## src/sv/fpcrc_pkg.sv

```systemverilog
// shared types, constants and the byte-wide crc step for the framed packet parser
// no dependencies; used by every other file of the block except fpcrc_in_stage

package fpcrc_pkg;

   localparam logic [15:0] CRC_POLY    = 16'h1021;
   localparam logic [15:0] CRC_INIT    = 16'hFFFF;
   localparam logic [7:0]  HEADER_INIT = 8'h55;

   // one-hot frame phase
   typedef enum logic [5:0] {
      PH_HUNT  = 6'b000001,
      PH_ID    = 6'b000010,
      PH_LEN   = 6'b000100,
      PH_DATA  = 6'b001000,
      PH_CK_LO = 6'b010000,
      PH_CK_HI = 6'b100000
   } phase_type;

   typedef enum logic {
      KIND_PAYLOAD   = 1'b0,
      KIND_FRAME_END = 1'b1
   } kind_type;

   typedef struct packed {
      kind_type    kind;
      logic [7:0]  frame_id;
      logic [7:0]  payload_index;
      logic [7:0]  payload_byte;
      logic [7:0]  frame_length;
      logic        crc_good;
      logic [31:0] good_count;
      logic [31:0] bad_count;
   } result_type;

   // msb-first crc-16 over one byte, eight shift steps on a 16-bit value
   function automatic logic [15:0] crc_feed(input logic [15:0] crc, input logic [7:0] data);
      logic [15:0] c;
      c = crc ^ {data, 8'h00};
      for (int i = 0; i < 8; i++) begin
         if (c[15]) begin
            c = {c[14:0], 1'b0} ^ CRC_POLY;
         end else begin
            c = {c[14:0], 1'b0};
         end
      end
      return c;
   endfunction

endpackage

```

## src/sv/fpcrc_if.sv

```systemverilog
// channel interfaces of the framed packet parser: request, response and csr write
// depends on fpcrc_pkg for the result kind type

interface fpcrc_req_if;
   logic       valid;
   logic       ready;
   logic [7:0] rx_byte;
   modport source (output valid, output rx_byte, input ready);
   modport sink   (input valid, input rx_byte, output ready);
endinterface

interface fpcrc_rsp_if;
   logic                valid;
   logic                ready;
   fpcrc_pkg::kind_type kind;
   logic [7:0]          frame_id;
   logic [7:0]          payload_index;
   logic [7:0]          payload_byte;
   logic [7:0]          frame_length;
   logic                crc_good;
   logic [31:0]         good_count;
   logic [31:0]         bad_count;
   modport source (output valid, output kind, output frame_id, output payload_index,
                   output payload_byte, output frame_length, output crc_good,
                   output good_count, output bad_count, input ready);
   modport sink   (input valid, input kind, input frame_id, input payload_index,
                   input payload_byte, input frame_length, input crc_good,
                   input good_count, input bad_count, output ready);
endinterface

interface fpcrc_csr_if;
   logic       valid;
   logic       ready;
   logic [7:0] header_byte;
   modport source (output valid, output header_byte, input ready);
   modport sink   (input valid, input header_byte, output ready);
endinterface

```

## src/sv/fpcrc_in_stage.sv

```systemverilog
// input register of the framed packet parser: holds one received byte beat
// no package dependency

module fpcrc_in_stage (
   input  logic       clock,
   input  logic       reset,
   input  logic       in_valid,
   output logic       in_ready,
   input  logic [7:0] in_byte,
   input  logic       advance,
   output logic       held_valid,
   output logic [7:0] held_byte
);

   logic       valid_ff, valid_in;
   logic [7:0] byte_ff;

   // room when empty or when the held beat moves on this cycle
   assign in_ready   = !valid_ff || advance;
   assign valid_in   = in_ready ? in_valid : valid_ff;
   assign held_valid = valid_ff;
   assign held_byte  = byte_ff;

   always_ff @(posedge clock) begin
      if (reset) begin
         valid_ff <= 1'b0;
      end else begin
         valid_ff <= valid_in;
      end
   end

   always_ff @(posedge clock) begin
      if (in_ready && in_valid) begin
         byte_ff <= in_byte;
      end
   end

endmodule

```

## src/sv/fpcrc_parser.sv

```systemverilog
// frame state machine, running crc and frame counters
// depends on fpcrc_pkg for the phase type, result type and crc_feed

module fpcrc_parser (
   input  logic                  clock,
   input  logic                  reset,
   input  logic                  advance,
   input  logic [7:0]            rx_byte,
   input  logic [7:0]            header_byte,
   output logic                  res_valid,
   output fpcrc_pkg::result_type res
);

   fpcrc_pkg::phase_type phase_ff, phase_in;
   logic [7:0]  id_ff, id_in;
   logic [7:0]  len_ff, len_in;
   logic [7:0]  pos_ff, pos_in;
   logic [15:0] crc_ff, crc_in;
   logic [7:0]  ck_lo_ff, ck_lo_in;
   logic [31:0] ok_ff, ok_in;
   logic [31:0] bad_ff, bad_in;
   logic [15:0] crc_next;
   logic [7:0]  pos_inc;
   logic        good;

   assign crc_next = fpcrc_pkg::crc_feed(crc_ff, rx_byte);
   assign pos_inc  = pos_ff + 8'd1;
   assign good     = ({rx_byte, ck_lo_ff} == crc_ff);

   always_comb begin
      phase_in  = phase_ff;
      id_in     = id_ff;
      len_in    = len_ff;
      pos_in    = pos_ff;
      crc_in    = crc_ff;
      ck_lo_in  = ck_lo_ff;
      ok_in     = ok_ff;
      bad_in    = bad_ff;
      res_valid = 1'b0;
      res.kind          = fpcrc_pkg::KIND_PAYLOAD;
      res.frame_id      = id_ff;
      res.payload_index = pos_ff;
      res.payload_byte  = rx_byte;
      res.frame_length  = len_ff;
      res.crc_good      = 1'b0;
      res.good_count    = ok_ff;
      res.bad_count     = bad_ff;
      if (advance) begin
         unique case (phase_ff)
            fpcrc_pkg::PH_HUNT: begin
               if (rx_byte == header_byte) begin
                  crc_in   = fpcrc_pkg::crc_feed(fpcrc_pkg::CRC_INIT, rx_byte);
                  phase_in = fpcrc_pkg::PH_ID;
               end
            end
            fpcrc_pkg::PH_ID: begin
               id_in    = rx_byte;
               crc_in   = crc_next;
               phase_in = fpcrc_pkg::PH_LEN;
            end
            fpcrc_pkg::PH_LEN: begin
               len_in   = rx_byte;
               pos_in   = 8'd0;
               crc_in   = crc_next;
               phase_in = (rx_byte == 8'd0) ? fpcrc_pkg::PH_CK_LO : fpcrc_pkg::PH_DATA;
            end
            fpcrc_pkg::PH_DATA: begin
               crc_in    = crc_next;
               res_valid = 1'b1;
               if (pos_inc >= len_ff) begin
                  pos_in   = 8'd0;
                  phase_in = fpcrc_pkg::PH_CK_LO;
               end else begin
                  pos_in = pos_inc;
               end
            end
            fpcrc_pkg::PH_CK_LO: begin
               ck_lo_in = rx_byte;
               phase_in = fpcrc_pkg::PH_CK_HI;
            end
            fpcrc_pkg::PH_CK_HI: begin
               if (good) begin
                  ok_in = ok_ff + 32'd1;
               end else begin
                  bad_in = bad_ff + 32'd1;
               end
               phase_in          = fpcrc_pkg::PH_HUNT;
               res_valid         = 1'b1;
               res.kind          = fpcrc_pkg::KIND_FRAME_END;
               res.payload_index = 8'd0;
               res.payload_byte  = 8'd0;
               res.crc_good      = good;
               res.good_count    = ok_in;
               res.bad_count     = bad_in;
            end
            default: begin
               phase_in = fpcrc_pkg::PH_HUNT;
            end
         endcase
      end
   end

   always_ff @(posedge clock) begin
      if (reset) begin
         phase_ff <= fpcrc_pkg::PH_HUNT;
         id_ff    <= 8'd0;
         len_ff   <= 8'd0;
         pos_ff   <= 8'd0;
         crc_ff   <= fpcrc_pkg::CRC_INIT;
         ck_lo_ff <= 8'd0;
         ok_ff    <= 32'd0;
         bad_ff   <= 32'd0;
      end else begin
         phase_ff <= phase_in;
         id_ff    <= id_in;
         len_ff   <= len_in;
         pos_ff   <= pos_in;
         crc_ff   <= crc_in;
         ck_lo_ff <= ck_lo_in;
         ok_ff    <= ok_in;
         bad_ff   <= bad_in;
      end
   end

endmodule

```

## src/sv/fpcrc_out_stage.sv

```systemverilog
// result register of the framed packet parser, decoupling the response channel
// depends on fpcrc_pkg for the result type

module fpcrc_out_stage (
   input  logic                  clock,
   input  logic                  reset,
   input  logic                  load,
   input  logic                  res_valid,
   input  fpcrc_pkg::result_type res,
   output logic                  out_free,
   output logic                  out_valid,
   input  logic                  out_ready,
   output fpcrc_pkg::result_type out_res
);

   logic                  valid_ff, valid_in;
   fpcrc_pkg::result_type res_ff;

   assign out_free  = !valid_ff || out_ready;
   assign valid_in  = load ? res_valid : (valid_ff && !out_ready);
   assign out_valid = valid_ff;
   assign out_res   = res_ff;

   always_ff @(posedge clock) begin
      if (reset) begin
         valid_ff <= 1'b0;
      end else begin
         valid_ff <= valid_in;
      end
   end

   always_ff @(posedge clock) begin
      if (load && res_valid) begin
         res_ff <= res;
      end
   end

endmodule

```

## src/sv/framed_packet_parser_crc16_unit.sv

```systemverilog
// Framed packet parser with on-the-fly CRC-16 (poly 0x1021, init 0xFFFF, msb first).
// One received byte beat is taken per clock cycle, sustained, whatever the frame phase,
// as long as the response side keeps taking results. Each beat is held in the input
// register, where the parser's byte-wide crc and frame state update works on it, and
// its result is loaded into the result register. Payload bytes give one result each,
// the second checksum byte gives a frame-end result; other bytes give none. The header
// register takes effect from the next hunt; the user must write it only while no frame
// beat is in flight; the block does not enforce it. No clearing pass runs after reset.
// depends on fpcrc_pkg, fpcrc_if, fpcrc_in_stage, fpcrc_parser and fpcrc_out_stage

module framed_packet_parser_crc16_unit (
   input  logic clock,
   input  logic reset,
   fpcrc_req_if.sink   req,
   fpcrc_rsp_if.source rsp,
   fpcrc_csr_if.sink   csr
);

   logic                  held_valid;
   logic [7:0]            held_byte;
   logic                  out_free;
   logic                  advance;
   logic                  res_valid;
   fpcrc_pkg::result_type res;
   fpcrc_pkg::result_type out_res;
   logic [7:0]            header_ff;

   assign csr.ready = 1'b1;

   always_ff @(posedge clock) begin
      if (reset) begin
         header_ff <= fpcrc_pkg::HEADER_INIT;
      end else if (csr.valid) begin
         header_ff <= csr.header_byte;
      end
   end

   // the held beat moves into the parser when the result register can take its result
   assign advance = held_valid && out_free;

   fpcrc_in_stage u_in (
      .clock      (clock),
      .reset      (reset),
      .in_valid   (req.valid),
      .in_ready   (req.ready),
      .in_byte    (req.rx_byte),
      .advance    (advance),
      .held_valid (held_valid),
      .held_byte  (held_byte)
   );

   fpcrc_parser u_parser (
      .clock       (clock),
      .reset       (reset),
      .advance     (advance),
      .rx_byte     (held_byte),
      .header_byte (header_ff),
      .res_valid   (res_valid),
      .res         (res)
   );

   fpcrc_out_stage u_out (
      .clock     (clock),
      .reset     (reset),
      .load      (advance),
      .res_valid (res_valid),
      .res       (res),
      .out_free  (out_free),
      .out_valid (rsp.valid),
      .out_ready (rsp.ready),
      .out_res   (out_res)
   );

   assign rsp.kind          = out_res.kind;
   assign rsp.frame_id      = out_res.frame_id;
   assign rsp.payload_index = out_res.payload_index;
   assign rsp.payload_byte  = out_res.payload_byte;
   assign rsp.frame_length  = out_res.frame_length;
   assign rsp.crc_good      = out_res.crc_good;
   assign rsp.good_count    = out_res.good_count;
   assign rsp.bad_count     = out_res.bad_count;

endmodule

```

## src/flat_wrapper.sv

```systemverilog
// flat-port wrapper written by rule: the top's interface ports become plain ports
module framed_packet_parser_crc16_unit_flat 
  (clock, reset, req_valid, req_rx_byte, req_ready, rsp_valid, rsp_kind, rsp_frame_id, rsp_payload_index, rsp_payload_byte, rsp_frame_length, rsp_crc_good, rsp_good_count, rsp_bad_count, rsp_ready, csr_valid, csr_header_byte, csr_ready);
  fpcrc_req_if req_i ();
  fpcrc_rsp_if rsp_i ();
  fpcrc_csr_if csr_i ();
  input  logic clock;
  input  logic reset;
  input wire logic [$bits(req_i.valid)-1:0] req_valid;
  input wire logic [$bits(req_i.rx_byte)-1:0] req_rx_byte;
  output wire logic [$bits(req_i.ready)-1:0] req_ready;
  output wire logic [$bits(rsp_i.valid)-1:0] rsp_valid;
  output wire logic [$bits(rsp_i.kind)-1:0] rsp_kind;
  output wire logic [$bits(rsp_i.frame_id)-1:0] rsp_frame_id;
  output wire logic [$bits(rsp_i.payload_index)-1:0] rsp_payload_index;
  output wire logic [$bits(rsp_i.payload_byte)-1:0] rsp_payload_byte;
  output wire logic [$bits(rsp_i.frame_length)-1:0] rsp_frame_length;
  output wire logic [$bits(rsp_i.crc_good)-1:0] rsp_crc_good;
  output wire logic [$bits(rsp_i.good_count)-1:0] rsp_good_count;
  output wire logic [$bits(rsp_i.bad_count)-1:0] rsp_bad_count;
  input wire logic [$bits(rsp_i.ready)-1:0] rsp_ready;
  input wire logic [$bits(csr_i.valid)-1:0] csr_valid;
  input wire logic [$bits(csr_i.header_byte)-1:0] csr_header_byte;
  output wire logic [$bits(csr_i.ready)-1:0] csr_ready;
  assign req_i.valid = req_valid;
  assign req_i.rx_byte = req_rx_byte;
  assign req_ready = req_i.ready;
  assign rsp_valid = rsp_i.valid;
  assign rsp_kind = rsp_i.kind;
  assign rsp_frame_id = rsp_i.frame_id;
  assign rsp_payload_index = rsp_i.payload_index;
  assign rsp_payload_byte = rsp_i.payload_byte;
  assign rsp_frame_length = rsp_i.frame_length;
  assign rsp_crc_good = rsp_i.crc_good;
  assign rsp_good_count = rsp_i.good_count;
  assign rsp_bad_count = rsp_i.bad_count;
  assign rsp_i.ready = rsp_ready;
  assign csr_i.valid = csr_valid;
  assign csr_i.header_byte = csr_header_byte;
  assign csr_ready = csr_i.ready;
  framed_packet_parser_crc16_unit u_core (.clock(clock), .reset(reset), .req(req_i), .rsp(rsp_i), .csr(csr_i));
endmodule
```

## config.mk

```make
export PLATFORM = sky130hd
export DESIGN_NAME = framed_packet_parser_crc16_unit_flat
export DESIGN_NICKNAME = d
export VERILOG_FILES = /design/src/sv/fpcrc_pkg.sv /design/src/sv/fpcrc_if.sv /design/src/sv/fpcrc_in_stage.sv /design/src/sv/fpcrc_parser.sv /design/src/sv/fpcrc_out_stage.sv /design/src/sv/framed_packet_parser_crc16_unit.sv /design/src/flat_wrapper.sv
export SDC_FILE = /design/constraint.sdc
export NUM_CORES = 1
export LEC_CHECK = 0
export ABC_AREA = 1
export BUFFER_PORTS_ARGS = -buffer_cell sky130_fd_sc_hd__buf_2
export CAP_MARGIN = 20
export CORE_UTILIZATION = 35
export DETAILED_ROUTE_END_ITERATION = 10
export SYNTH_ARGS = -nofsm -noshare
export SYNTH_HDL_FRONTEND = slang
export SYNTH_SLANG_ARGS = --single-unit
```

## constraint.sdc

```tcl
create_clock -name clock -period 5.1 [get_ports clock]
set_input_delay 0 -clock clock [delete_from_list [all_inputs] [get_ports clock]]
set_output_delay 0 -clock clock [all_outputs]
set_load 0.02 [all_outputs]
```

==> impl_metrics.json <==
{
  "hp-class": "in2reg",
  "max_slew.worst_pin.slew_ns": 0.9384,
  "die_w_um": 186.4,
  "gr-usage-all-layers": 0.1706,
  "place_hpwl_mm": 21.24,
  "critical_path.cell_chain": "inv_4 > nand2_2 > nand2_2 > nor2_1 > nand2_1 > nor2_4 > nand2_4 > nor2_8 > nand3_1 > nand2_1 > inv_1",
  "fin_tns_setup_ns": 0,
  "finalWirelength_mm": 30.18,
  "fp-row-count": 67,
  "setup.worst_path.class": "reg2reg",
  "setup_slack_ns": 2.528,
  "async_flop_share": 0,
  "nNetsFinal": 1774,
  "cpLargestDelayFamily": "simple AND/OR/NAND/NOR gates",
  "timing.max_cap.violations": 0,
  "clock_tree_from_tritoncts": "yes",
  "crit_arrival_ns": 2.87,
  "cts_root_buffer": "clkbuf_16",
  "worstSkewPairLatency_ns": 0.54,
  "timing.critical_path.required_ns": 5.39,
  "critical_path.n_buffers_inverters": 2,
  "synth_enable_flop_cells": 106,
  "synth_top_cells_by_area": "edfxtp_1 (27%), dfxtp_1 (22%), nand2_1 (20%), nor2_1 (5.6%), inv_1 (4.5%)",
  "die_h_um": 186.4,
  "clock_tree.buffer_depth": 3,
  "synthMostInstantiatedCell": "nand2_1",
  "synth-seq-cells": 234,
  "finalCoreUtilization": 0.4209,
  "yosysTopAreaCell": "edfxtp_1",
  "syn_inst": 1600,
  "final_max_slew_viol_count": 0,
  "synth_seq_area_share": 0.4830,
  "gp_congestion": 0.8872,
  "final-hold-violation-count": 0,
  "endpoint_class_of_the_critical_path": "flop",
  "clk_pin_slew_ns": 0.06,
  "power.ir.vdd_worst_mv": 0.2298,
  "detailedPlace.worstSlack_ns": 2.517,
  "placedCellCount": 2125,
  "syn_nets": 1632,
  "io_pins": 122,
  "initial_utilization": 0.3556,
  "antenna_found_initial": 0,
  "wire_length_of_the_first_global_routing_pass_mm": 48.90,
  "routed-via-count": 10300,
  "hold_slack_ns": 0.1771,
  "post_drt_via_cell_ratio": 4.660,
  "placement.io_buffers": 120,
  "crit_path_max_fanout": 57,
  "avgRoutedWirePerCell_um": 13.66,
  "final_instance_area_sq_um": 14080,
  "cts.htree.levels": 1,
  "synthesis.area_per_instance_sq_um": 7.434,
  "ys_top_cells_by_count": "nand2_1 (627), nor2_1 (179), inv_1 (142)",
  "number_of_buffers_inserted_during_clock_tree_synthesis": 27,
  "timing.critical_path.slowest_cell_delay_ns": 0.54,
  "drt_drc_violations_left": 0,
  "post_cts_buffers": 0,
  "status": "completed",
  "final_antenna_net_count": 0,
  "total_chip_power_mw": 4.508,
  "first_pass_iters": 5,
  "drive_above_1_share": 0.1328,
  "finalSetupViolations": 0,
  "cts.sinks": 234,
  "syn2layout_area_growth_pct": 18.37,
  "fin_skew_ns": 0.01785,
  "finalWorstPathRequiredPeriod_ns": 2.572,
  "grt_max_degree": 76,
  "crit_path_top_delay_cell": "edfxtp_1",
  "yosys.area.top_type_share": 0.2676,
  "antenna_cells_inserted": 0,
  "synth_top_flop_cell": "dfxtp_1",
  "grt_setup_unrepaired": "no",
  "headroom_to_the_max_slew_limit": 0.3744,
  "power_density_nw_per_um2": 320.2,
  "coreArea_sq_um": 33450,
  "final_cell_count_no_fill": 2210,
  "number_of_instances_resized_during_post_cts_repair": 0,
  "post_synth_num_cell_types": 42,
  "post_synth_instance_area_sq_um": 11900,
  "drt_first_iter_violations": 607,
  "residual_overflow_from_global_routing": 0,
  "placedInstanceArea_sq_um": 12820,
  "design.die.area_sq_um": 34730,
  "leakagePower_nw": 6.171,
  "cts_hold_buf": 36,
  "layout_worst_path_cycle_share": 0.5043,
  "max_freq_mhz": 388.8,
  "start_kind": "flop",
  "synthesis.yosys.warnings": 0,
  "first_global_vias": 9525
}
area by class of cell:
type                       count  area (sq um)
fill                        3401         19370
sequential                   234          5746
multi-input combinational   1161          5273
timing repair buffer         163          1013
clock buffer                  34         721.9
inverter                     155         589.3
tap                          448         560.5
clock inverter                15         176.4
worst paths after layout:
| check | depth (start not counted) | startpoint | endpoint | slack, ns |
|---|---|---|---|---|
| setup / recovery | 11 | u_core.u_in.held_byte[7] | u_core.u_out.out_res[36] | 2.53 |
| hold / removal | 2 | req_rx_byte[6] | u_core.u_in.held_byte[6] | 0.18 |
| setup reg to reg | 11 | u_core.u_in.held_byte[7] | u_core.u_out.out_res[36] | 2.53 |
| hold reg to reg | 0 | u_core.u_parser.id_ff[3] | u_core.u_out.out_res[92] | 0.42 |
cell usage in the layout, fill, tap and decap left out, types with 6 or more instances in the layout:
cell type	netlist	routed
nand2_1	627	626
nor2_1	179	179
inv_1	142	142
dfxtp_1	128	128
buf_2	17	120
edfxtp_1	106	106
nand3_1	82	82
a21oi_1	77	77
o21ai_0	51	51
dlygate4sd3_1	0	36
clkbuf_16	0	27
nand4_1	23	23
xor2_1	22	22
xnor2_1	14	14
nand2_2	14	14
ha_1	11	11
inv_2	9	9
nand3_2	9	9
a21oi_2	8	8
buf_4	5	7
nor3_1	6	6
nor2_2	6	6
kinds of logic (layout without fill, tap and decap cells):
logic type / Yosys count / after routing / synth area share
xor+xnor: 36 / 36 / 0.02651
flops: 234 / 234 / 0.4830
simple gates: 965 / 965 / 0.3378
buf+inv: 205 / 367 / 0.07437
other cells: 1 / 1 / 0.0003153
compound gates: 148 / 148 / 0.06648
fa+ha+maj: 11 / 11 / 0.01157
where the power goes:
group / internal, mW / switching (mW) / leakage, nW
registers: 2.01 / 0.0608 / 2.09
logic: 0.176 / 0.315 / 3.65
clock network: 1.16 / 0.787 / 0.428
total: 3.35 / 1.16 / 6.17
per-layer routing:
metal | wire length [um] | track usage
met2 | 13780 | 0.2865
met3 | 1423 | 0.02332
met4 | 356 | 0.03147
met5 | 0 | 0
met1 | 14630 | 0.2347
sequential cells by signal, summed over array words and instances, names as in the netlist:
register                  cells
u_core.u_parser.crc_ff       16
u_core.u_parser.pos_ff        8
u_core.header_ff              8
u_core.u_parser.phase_ff      6
u_core.u_in.held_byte         8
u_core.u_parser.bad_ff       32
u_core.u_parser.ck_lo_ff      8
u_core.u_parser.len_ff        8
u_core.u_parser.ok_ff        32
u_core.u_out.out_valid        1
u_core.u_out.out_res         98
u_core.u_parser.id_ff         8
u_core.u_in.held_valid        1
Note: power is estimated with default switching activity, not from simulation.
